`src/rtl/sps_pkg.sv`:
```
// Shared constants, types and helpers of the serial pattern test statistic unit.
package sps_pkg;

   localparam int MAX_PATTERN = 16;
   localparam int MAX_BITS    = 1048576;
   localparam int FRAC_BITS   = 16;

   localparam int CFG_W  = 5;
   localparam int BYTE_W = 8;
   localparam int VB_W   = 4;
   localparam int OUT_W  = 54;
   localparam int BITS_W = 21;
   localparam int STAT_W = 2;
   localparam int SUM_W  = 64;

   localparam logic [CFG_W-1:0]  CFG_RESET   = 5'd3;
   localparam logic [VB_W-1:0]   VB_MAX      = 4'd8;
   localparam logic [STAT_W-1:0] STAT_OK     = 2'd0;
   localparam logic [STAT_W-1:0] STAT_SHORT  = 2'd1;
   localparam logic [STAT_W-1:0] STAT_SATUR  = 2'd2;

   localparam logic [OUT_W-1:0] POS_LIMIT = {1'b0, {(OUT_W-1){1'b1}}};
   localparam logic [OUT_W-1:0] NEG_LIMIT = {1'b1, {(OUT_W-1){1'b0}}};

   typedef struct packed {
      logic start;
      logic negative;
   } div_ctrl_type;

   typedef struct packed {
      logic busy;
      logic done;
   } div_stat_type;

   function automatic logic [SUM_W-1:0] sat_add(input logic [SUM_W-1:0] a,
                                                input logic [SUM_W-1:0] b);
      logic [SUM_W:0] s;
      s = {1'b0, a} + {1'b0, b};
      return s[SUM_W] ? {SUM_W{1'b1}} : s[SUM_W-1:0];
   endfunction

endpackage

```
`src/rtl/sps_div.sv`:
```
// Bit-serial restoring divider: saturated fixed point quotient of magnitude by bit count.
module sps_div #(
   parameter int FRAC_BITS = sps_pkg::FRAC_BITS,
   parameter int NW        = 21
) (
   input  logic                        clock,
   input  logic                        reset,
   input  sps_pkg::div_ctrl_type       ctrl,
   input  logic [sps_pkg::SUM_W-1:0]   mag,
   input  logic [NW-1:0]               divisor,
   output sps_pkg::div_stat_type       stat,
   output logic [sps_pkg::OUT_W-1:0]   result
);

   localparam int DW    = sps_pkg::SUM_W + FRAC_BITS;
   localparam int CNT_W = $clog2(DW + 1);
   localparam int QW    = sps_pkg::OUT_W;

   logic [DW-1:0]    dvd_ff, dvd_in;
   logic [NW-1:0]    rem_ff, rem_in;
   logic [QW-1:0]    q_ff, q_in;
   logic             ovf_ff, ovf_in;
   logic             neg_ff, neg_in;
   logic [CNT_W-1:0] cnt_ff, cnt_in;
   logic             busy_ff, busy_in;
   logic             done_ff, done_in;

   logic [NW:0]      rem2;
   logic [NW:0]      diff;
   logic             ge;
   logic [QW-1:0]    limit;
   logic [QW-1:0]    mag_v;

   always_comb begin
      rem2 = {rem_ff, dvd_ff[DW-1]};
      diff = rem2 - {1'b0, divisor};
      ge   = (rem2 >= {1'b0, divisor});

      dvd_in  = dvd_ff;
      rem_in  = rem_ff;
      q_in    = q_ff;
      ovf_in  = ovf_ff;
      neg_in  = neg_ff;
      cnt_in  = cnt_ff;
      busy_in = busy_ff;
      done_in = 1'b0;

      if (ctrl.start) begin
         dvd_in  = {mag, {FRAC_BITS{1'b0}}};
         rem_in  = '0;
         q_in    = '0;
         ovf_in  = 1'b0;
         neg_in  = ctrl.negative;
         cnt_in  = CNT_W'(DW);
         busy_in = 1'b1;
      end else if (busy_ff) begin
         dvd_in = {dvd_ff[DW-2:0], 1'b0};
         rem_in = ge ? diff[NW-1:0] : rem2[NW-1:0];
         // a quotient bit pushed off the top means the result saturates
         ovf_in = ovf_ff | q_ff[QW-1];
         q_in   = {q_ff[QW-2:0], ge};
         cnt_in = cnt_ff - CNT_W'(1);
         if (cnt_ff == CNT_W'(1)) begin
            busy_in = 1'b0;
            done_in = 1'b1;
         end
      end
   end

   always_ff @(posedge clock) begin
      if (reset) begin
         busy_ff <= 1'b0;
         done_ff <= 1'b0;
         cnt_ff  <= '0;
      end else begin
         busy_ff <= busy_in;
         done_ff <= done_in;
         cnt_ff  <= cnt_in;
      end
      dvd_ff <= dvd_in;
      rem_ff <= rem_in;
      q_ff   <= q_in;
      ovf_ff <= ovf_in;
      neg_ff <= neg_in;
   end

   always_comb begin
      limit = neg_ff ? sps_pkg::NEG_LIMIT : sps_pkg::POS_LIMIT;
      mag_v = (ovf_ff || (q_ff > limit)) ? limit : q_ff;
      result = neg_ff ? (QW'(0) - mag_v) : mag_v;
      stat.busy = busy_ff;
      stat.done = done_ff;
   end

`ifndef SYNTHESIS
   a_start_busy: assert property (@(posedge clock) disable iff (reset)
      ctrl.start |=> busy_ff)
      else $error("divider not busy after start");
   a_done_idle: assert property (@(posedge clock) disable iff (reset)
      done_ff |-> !busy_ff)
      else $error("divider done while busy");
   a_cnt_busy: assert property (@(posedge clock) disable iff (reset)
      busy_ff |-> (cnt_ff != '0))
      else $error("divider busy with empty count");
`endif

endmodule

```
`config.mk`:
```
export PLATFORM = sky130hd
export DESIGN_NAME = sps_div
export DESIGN_NICKNAME = d
export VERILOG_FILES = /design/src/rtl/sps_pkg.sv /design/src/rtl/sps_div.sv
export SDC_FILE = /design/constraint.sdc
export NUM_CORES = 1
export LEC_CHECK = 0
export ABC_AREA = 1
export BUFFER_PORTS_ARGS = -buffer_cell sky130_fd_sc_hd__buf_2
export CAP_MARGIN = 10
export CORE_MARGIN = 5
export CORE_UTILIZATION = 64
export CTS_CLUSTER_SIZE = 30
export DETAILED_ROUTE_END_ITERATION = 10
export HOLD_SLACK_MARGIN = 0.15
export PLACE_DENSITY = 0.89
export SYNTH_ARGS = -nofsm -noshare
export SYNTH_HDL_FRONTEND = slang
export SYNTH_SLANG_ARGS = --single-unit
```
`constraint.sdc`:
```
create_clock -name clock -period 13.1 [get_ports clock]
set_input_delay 1.965 -clock clock [delete_from_list [all_inputs] [get_ports clock]]
set_output_delay 1.965 -clock clock [all_outputs]
set_load 0.02 [all_outputs]
```
==> results of run 1 <==
logic make-up (layout without fill, tap and decap cells):
kind of cell | Yosys count | in the layout | share of synthesized area
adders and majority gates | 79 | 79 | 0.08955
AOI/OAI and AO/OA | 218 | 218 | 0.1163
DFF | 150 | 150 | 0.3285
muxes | 1 | 1 | 0.001012
and+or+nand+nor | 882 | 882 | 0.3548
xor gates and xnor gates | 10 | 10 | 0.007875
buffers and inverters | 278 | 401 | 0.1019
stage by stage:
step | hold WS, ns | utilization | worst slack, ns | cell area [sq um] | std cells
6_report | 0.4924 | 0.7257 | 5.169 | 12470 | 1966
4_1_cts | 0.5018 | 0.7251 | 5.287 | 12450 | 1965
3_5_place_dp | 0.4831 | 0.6907 | 5.763 | 11860 | 1933
5_1_grt | 0.5176 | 0.7257 | 4.659 | 12470 | 1966
2_1_floorplan | 0.4479 | - | 5.828 | 11120 | 1618
3_3_place_gp | 0.4652 | 0.6907 | 5.969 | 11860 | 1933
cells in the mapped netlist, drive strengths merged, types with 4 or more instances:
cell type / number
nand2: 514
inv: 214
nand3: 172
nor2: 150
dfxtp: 85
ha: 78
edfxtp: 65
o21ai: 59
a21oi: 58
o22ai: 53
clkbuf: 38
buf: 24
nand4: 16
nor3: 16
o21a: 8
a22oi: 7
a31oi: 7
o311ai: 5
xnor2: 5
xor2: 5
nand3b: 4
nor3b: 4
nor4: 4
o21bai: 4
o31ai: 4
critical path: cells and delay by family, from the launching register on:
family / cells / cell delay, ns
simple gates: 21 / 3.18
buf+inv: 5 / 1.34
flops: 1 / 0.32
fa+ha+maj: 2 / 0.54
routing by layer:
layer  vias to the layer above  wire (um)  track usage
met3                        88       2609      0.04719
li1                       5552          -            -
met2                       502      14020       0.4995
met4                         0       1017       0.1227
met5                         -          0            0
met1                      5068      13140       0.4046
registers in the layout (all words and copies together) (netlist names):
name	cells
rem_ff	21
busy_ff	1
q_ff	54
neg_ff	1
done_ff	1
dvd_ff	64
cnt_ff	7
ovf_ff	1
power by group:
| part | switching (mW) | internal, mW | leakage, nW | total [mW] |
|---|---|---|---|---|
| clock network | 0.229 | 0.258 | 0.290 | 0.487 |
| registers | 0.00857 | 0.516 | 1.35 | 0.525 |
| logic | 0.125 | 0.0599 | 5.32 | 0.185 |
| total | 0.363 | 0.834 | 6.97 | 1.20 |
final timing paths:
check,startpoint,endpoint,cells after the start
max,neg_ff,result[42],28
min,rem_ff[19],rem_ff[19],2
max reg2reg,dvd_ff[79],rem_ff[13],11
min reg2reg,rem_ff[19],rem_ff[19],2
layout make-up:
class                           instances  share of cell area
Multi-Input combinational cell       1190              0.5082
Sequential cell                       150              0.2931
Inverter                              216             0.06524
Timing Repair Buffer                  153             0.06354
Clock buffer                           17             0.03413
Tap cell                              225             0.02258
Clock inverter                         15             0.01325
==> results.txt, run 1 <==
Netlist Area Pre-Place -> 11120 sq um
crit end category -> primary output
Slew Limit Fails -> 0
#FFs+latches synth -> 150
HP Class -> flop to flop
I/O pin total -> 145
vias in the first global route -> 10630
relative slew slack -> 0.3032
Mapped Nets -> 1786
peak supply drop -> 0.1054 mV
Starting Density -> 0.6475
Vias/cell -> 5.702
Leak -> 6.965 nW
gr ovfl total -> 0
clock root cell -> clkbuf_16
Power, Total -> 1.197 mW
multi-input logic area -> 6335 sq um
Crit path largest cell delay -> 0.69 ns
Setup Crit Path Kind -> flop to primary output
leading area contributor after synthesis -> edfxtp_1
Final nets -> 1896
fmax -> 126.1 MHz
hold bufs inserted after CTS -> 0
post-synthesis cell type count -> 57
initial antenna violation count -> 0
clock slew at the register clock pins of the worst setup and hold paths -> 0.07 ns
R2R Setup Slk -> 9.54 ns
min cycle time layout -> 7.931 ns
Cells after Synth -> 1618
CTS H-tree lvls -> 4
Post-synth EDFFs -> 65
CP dominant cell by count -> nand2_1
Core Box Area -> 17180 sq um
final worst-path cycle share -> 0.6054
CTS max path bufs -> 2
dominant cells by area after synthesis -> edfxtp_1 18%, nand2_1 17%, dfxtp_1 15%
Post-CTS Setup Bufs -> 0
outcome -> complete, no violations
TritonCTS Sinks -> 150
share of the synthesized area in the top cell type -> 0.1755
Initial DRT Pass Iterations -> 6
Async S/R FF share, synth -> 0
worst slew pin tran -> 1.045 ns
most common cell after layout, fill and taps aside -> nand2_1
# setup viols final -> 0
Clock Skews -> 0.01434 ns
DIE AREA -> 20110 sq um
unrepaired setup endpoints after global routing -> no
global-route wire length before repair -> 50190 um
Clk Latency, worst-skew pair -> 0.43 ns
DP Wirelength -> 22480 um
Global Route Usage Sum -> 0.3049
routed len/inst -> 15.66 um
via count -> 11210
final hold violation count -> 0
First DRT Iteration DRCs -> 954
synth warn -> 0
TritonCTS Buffers -> 17
crit path max fanout -> 89
Residual DRC -> 0
largest net degree at the start of global routing -> 90
CP Data Required Time -> 11.14 ns
gp weighted congestion -> 0.9651
# Max-Cap Violations -> 0
DRT Wirelength -> 30790 um
commonest non-fill, non-tap cells in the layout -> 509 x nand2_1, 205 x inv_1, 146 x nand3_1, 144 x buf_2, 123 x nor2_1
Die Y -> 141.8 um
Crit-path slowest cell -> buf_4
Fill cells -> 1421
Worst Path Arrival -> 5.97 ns
Area Overhead vs Synth -> 12.08%
Power Density -> 96.02 nW/um^2
Die X -> 141.8 um
Final ANT Viol Nets -> 0
share of layout cells above drive strength 1 -> 0.1528
sequential area share after synthesis -> 0.3285
row cnt -> 48
port bufs -> 144
Sequential Area -> 3654 sq um
CTS tree -> built
ANT cells -> 0
critical path launch point type -> flop
Resize count post-CTS -> 0
Avg Inst Size Synth -> 6.874 sq um
Synth Flop Type -> dfxtp_1
final setup TNS -> 0 ns
Power figures use the tool's default switching activity.
==> run 2, diff against run 1 <==
--- a/config.mk
+++ b/config.mk
@@ -5,15 +5,15 @@
 export SDC_FILE = /design/constraint.sdc
 export NUM_CORES = 1
 export LEC_CHECK = 0
-export ABC_AREA = 1
+export ABC_AREA = 0
 export BUFFER_PORTS_ARGS = -buffer_cell sky130_fd_sc_hd__buf_2
 export CAP_MARGIN = 10
 export CORE_MARGIN = 5
-export CORE_UTILIZATION = 64
+export CORE_UTILIZATION = 59
 export CTS_CLUSTER_SIZE = 30
 export DETAILED_ROUTE_END_ITERATION = 10
 export HOLD_SLACK_MARGIN = 0.15
-export PLACE_DENSITY = 0.89
+export PLACE_DENSITY = 0.84
 export SYNTH_ARGS = -nofsm -noshare
 export SYNTH_HDL_FRONTEND = slang
 export SYNTH_SLANG_ARGS = --single-unit
==> constraint.sdc (replaced) <==
create_clock -name clock -period 7.7 [get_ports clock]
set_input_delay 1.155 -clock clock [delete_from_list [all_inputs] [get_ports clock]]
set_output_delay 1.155 -clock clock [all_outputs]
set_load 0.02 [all_outputs]
==> results.txt, run 2 <==
crit path max fanout -> 23 (was 89)
commonest non-fill, non-tap cells in the layout -> 143 x buf_2, 117 x nor2_1, 84 x dfxtp_1, 78 x nand2_1, 77 x ha_1 (was 509 x nand2_1, 205 x inv_1, 146 x nand3_1, 144 x buf_2, 123 x nor2_1)
clock root cell -> clkbuf_16 (unchanged)
Synth Area in Adders -> 0.09753 (was 0.08955)
TritonCTS Buffers -> 17 (unchanged)
Residual DRC -> 0 (unchanged)
post-synthesis mux area share -> 0.1264 (was 0.001012)
relative slew slack -> 0.2946 (was 0.3032)
clock slew at the register clock pins of the worst setup and hold paths -> 0.07 ns (about the same)
Worst Path Arrival -> 5.99 ns (was 5.97 ns)
vias in the first global route -> 9118 (was 10630)
most common cell after layout, fill and taps aside -> buf_2 (was nand2_1)
final hold violation count -> 0 (unchanged)
complex-gate fraction of the synthesized area -> 0.1653 (was 0.1163)
max reg flops -> 64 (unchanged)
share of the synthesized area in the top cell type -> 0.1911 (was 0.1755)
Post-synth EDFFs -> 65 (unchanged)
#FFs+latches synth -> 150 (unchanged)
Clk Latency, worst-skew pair -> 0.43 ns (about the same)
min cycle time layout -> 7.146 ns
hold bufs inserted after CTS -> 0 (unchanged)
First DRT Iteration DRCs -> 792 (was 954)
Leak -> 5.291 nW (was 6.965 nW)
peak supply drop -> 0.1724 mV (was 0.1054 mV)
routed len/inst -> 18.12 um (was 15.66 um)
synthesized-area fraction occupied by and/or/nand/nor cells -> 0.1824 (was 0.3548)
largest registers -> dvd_ff x64, q_ff x54, rem_ff x21 (unchanged)
Async S/R FF share, synth -> 0 (unchanged)
Largest Register -> dvd_ff (unchanged)
Setup Crit Path Kind -> flop to primary output (unchanged)
DRT Wirelength -> 26760 um (was 30790 um)
Vias/cell -> 6.272 (was 5.702)
Synth Flop Type -> dfxtp_1 (unchanged)
Design Area, Final -> 11690 sq um (was 12470 sq um)
synth warn -> 0 (unchanged)
dominant cells by area after synthesis -> edfxtp_1 19%, dfxtp_1 17%, ha_1 9.6% (was edfxtp_1 18%, nand2_1 17%, dfxtp_1 15%)
DP Wirelength -> 18560 um (was 22480 um)
CTS max path bufs -> 2 (unchanged)
most frequent cell after synthesis -> nor2_1 (was nand2_1)
initial antenna violation count -> 0 (unchanged)
main combinational cell family by area after synthesis -> simple AND/OR/NAND/NOR gates (unchanged)
crit end category -> primary output (unchanged)
outcome -> complete, no violations (unchanged)
# Max-Cap Violations -> 0 (unchanged)
port bufs -> 144 (unchanged)
final worst-path cycle share -> 0.9280
Die X -> 141.6 um (was 141.8 um)
HP Class -> flop to flop (unchanged)
Power Density -> 189.9 nW/um^2 (was 96.02 nW/um^2)
top post-synthesis cells by count -> 117 x nor2_1, 85 x dfxtp_1, 78 x ha_1, 78 x nand2_1, 76 x a21oi_1 (was 509 x nand2_1, 205 x inv_1, 146 x nand3_1)
Slew Limit Fails -> 0 (unchanged)
TritonCTS Sinks -> 150 (unchanged)
CTS H-tree lvls -> 4 (unchanged)
Area Overhead vs Synth -> 14.51% (was 12.08%)
DP Area -> 11070 sq um (was 11860 sq um)
Die Y -> 141.6 um (was 141.8 um)
unrepaired setup endpoints after global routing -> no (unchanged)
XOR/XNOR Fraction of Synth Area -> 0.02659 (was 0.007875)
Starting Density -> 0.5966 (was 0.6475)
Final nets -> 1407 (was 1896)
Netlist Area Pre-Place -> 10210 sq um (was 11120 sq um)
Avg Inst Size Synth -> 9.078 sq um (was 6.874 sq um)
share of layout cells above drive strength 1 -> 0.2252 (was 0.1528)
ANT cells -> 0 (unchanged)
row cnt -> 48 (unchanged)
critical path launch point type -> flop (unchanged)
Min Hold Slack -> 0.4730 ns (was 0.4924 ns)
Core Box Area -> 17120 sq um (was 17180 sq um)
Power, Total -> 2.221 mW (was 1.197 mW)
CTS tree -> built (unchanged)
gr ovfl total -> 0 (unchanged)
worst slew pin tran -> 1.054 ns (was 1.045 ns)
sequential area share after synthesis -> 0.3578 (was 0.3285)
Clock Skews -> 0.007026 ns (was 0.01434 ns)
Cells after Synth -> 1125 (was 1618)
via count -> 9264 (was 11210)
largest net degree at the start of global routing -> 85 (was 90)
global-route wire length before repair -> 44130 um (was 50190 um)
Initial DRT Pass Iterations -> 7 (was 6)
post-synthesis cell type count -> 70 (was 57)
gp weighted congestion -> 0.9523 (was 0.9651)
# setup viols final -> 0 (unchanged)
leading area contributor after synthesis -> edfxtp_1 (unchanged)
final setup TNS -> 0 ns (unchanged)
CP Data Required Time -> 6.55 ns (was 11.14 ns)
fmax -> 139.9 MHz
Mapped Nets -> 1293 (was 1786)
I/O pin total -> 145 (unchanged)
Final ANT Viol Nets -> 0 (unchanged)
DIE AREA -> 20040 sq um (was 20110 sq um)
Layout Utilization -> 0.6832 (was 0.7257)
Global Route Usage Sum -> 0.2679 (was 0.3049)
-- run 2: cell types whose count changed in the layout (fill, tap and decap cells not counted), sizes merged, moves of 18 or more --
cell,previous run,this run
nand2,514,78
mux2,1,64
nor3,16,39
a21oi,58,76
mux2i,0,57
nand3,172,35
o22ai,53,3
inv,227,60
nor2,150,117
-- run 2: layout make-up --
| class | instances | area (sq um) |
|---|---|---|
| Clock buffer | 17 | 425.4 |
| Inverter | 51 | 191.4 |
| Tap cell | 225 | 281.5 |
| Multi-Input combinational cell | 859 | 6123 |
| Sequential cell | 150 | 3657 |
| Clock inverter | 15 | 171.4 |
| Fill cell | 1340 | 5423 |
| Timing Repair Buffer | 160 | 843.3 |
-- run 2: cells by family after synthesis --
family,Yosys count
and+or+nand+nor,367
xor gates and xnor gates,31
AOI/OAI and AO/OA,261
adders and majority gates,79
DFF,150
buffers and inverters,116
muxes,121
-- run 2: path summary, 6_finish.rpt --
kind                                  from          to  slack (ns)  cells past startpoint
worst max-delay path                neg_ff  result[52]        0.55                     23
worst min-delay path            rem_ff[20]  rem_ff[20]        0.47                      2
worst max register to register  dvd_ff[79]   rem_ff[2]        3.99                     13
worst min register to register  rem_ff[20]  rem_ff[20]        0.47                      2
-- run 2: layer usage --
layer	track usage	up-vias	share of wire
li1	-	4422	-
met1	0.3478	4362	0.42
met2	0.4393	396	0.47
met3	0.04685	84	0.075
met4	0.1187	0	0.030
met5	0	-	0
-- run 2: metrics by stage --
| step | instances | worst slack (ns) |
|---|---|---|
| 2_1_floorplan | 1125 | 0.8446 |
| 3_3_place_gp | 1442 | 0.9616 |
| 3_5_place_dp | 1442 | 0.8117 |
| 4_1_cts | 1474 | 0.3052 |
| 5_1_grt | 1477 | 0.2285 |
| 6_report | 1477 | 0.5543 |
-- run 2: where the power goes --
part	leakage, nW	internal (mW)	switching, mW	total, mW
sequential	1.34	0.888	0.0269	0.915
combinational	3.66	0.192	0.273	0.465
clock	0.288	0.439	0.402	0.841
total	5.29	1.52	0.702	2.22
-- run 2: timing repair --
item / in CTS / in global routing
endpoints found under the setup margin: 0 / 9
gates resized for setup: 0 / 1
hold endpoints to repair: 0 / 0
setup buffers: 0 / 3
-- run 2: critical path, stage by stage (launching register included) --
cell	delay [ns]
edfxtp_1	0.50
buf_4	0.18
buf_4	0.17
inv_1	0.09
buf_4	0.29
ha_1	0.21
nand2b_1	0.12
a21oi_1	0.07
o31ai_1	0.20
o211ai_1	0.16
a211o_1	0.34
o21a_1	0.21
buf_4	0.20
o21ai_0	0.24
ha_2	0.43
inv_1	0.23
nor3_1	0.33
nand4_1	0.30
nor2_1	0.33
and3_1	0.25
nand3_1	0.09
o2111ai_1	0.22
o221a_2	0.22
buf_2	0.17
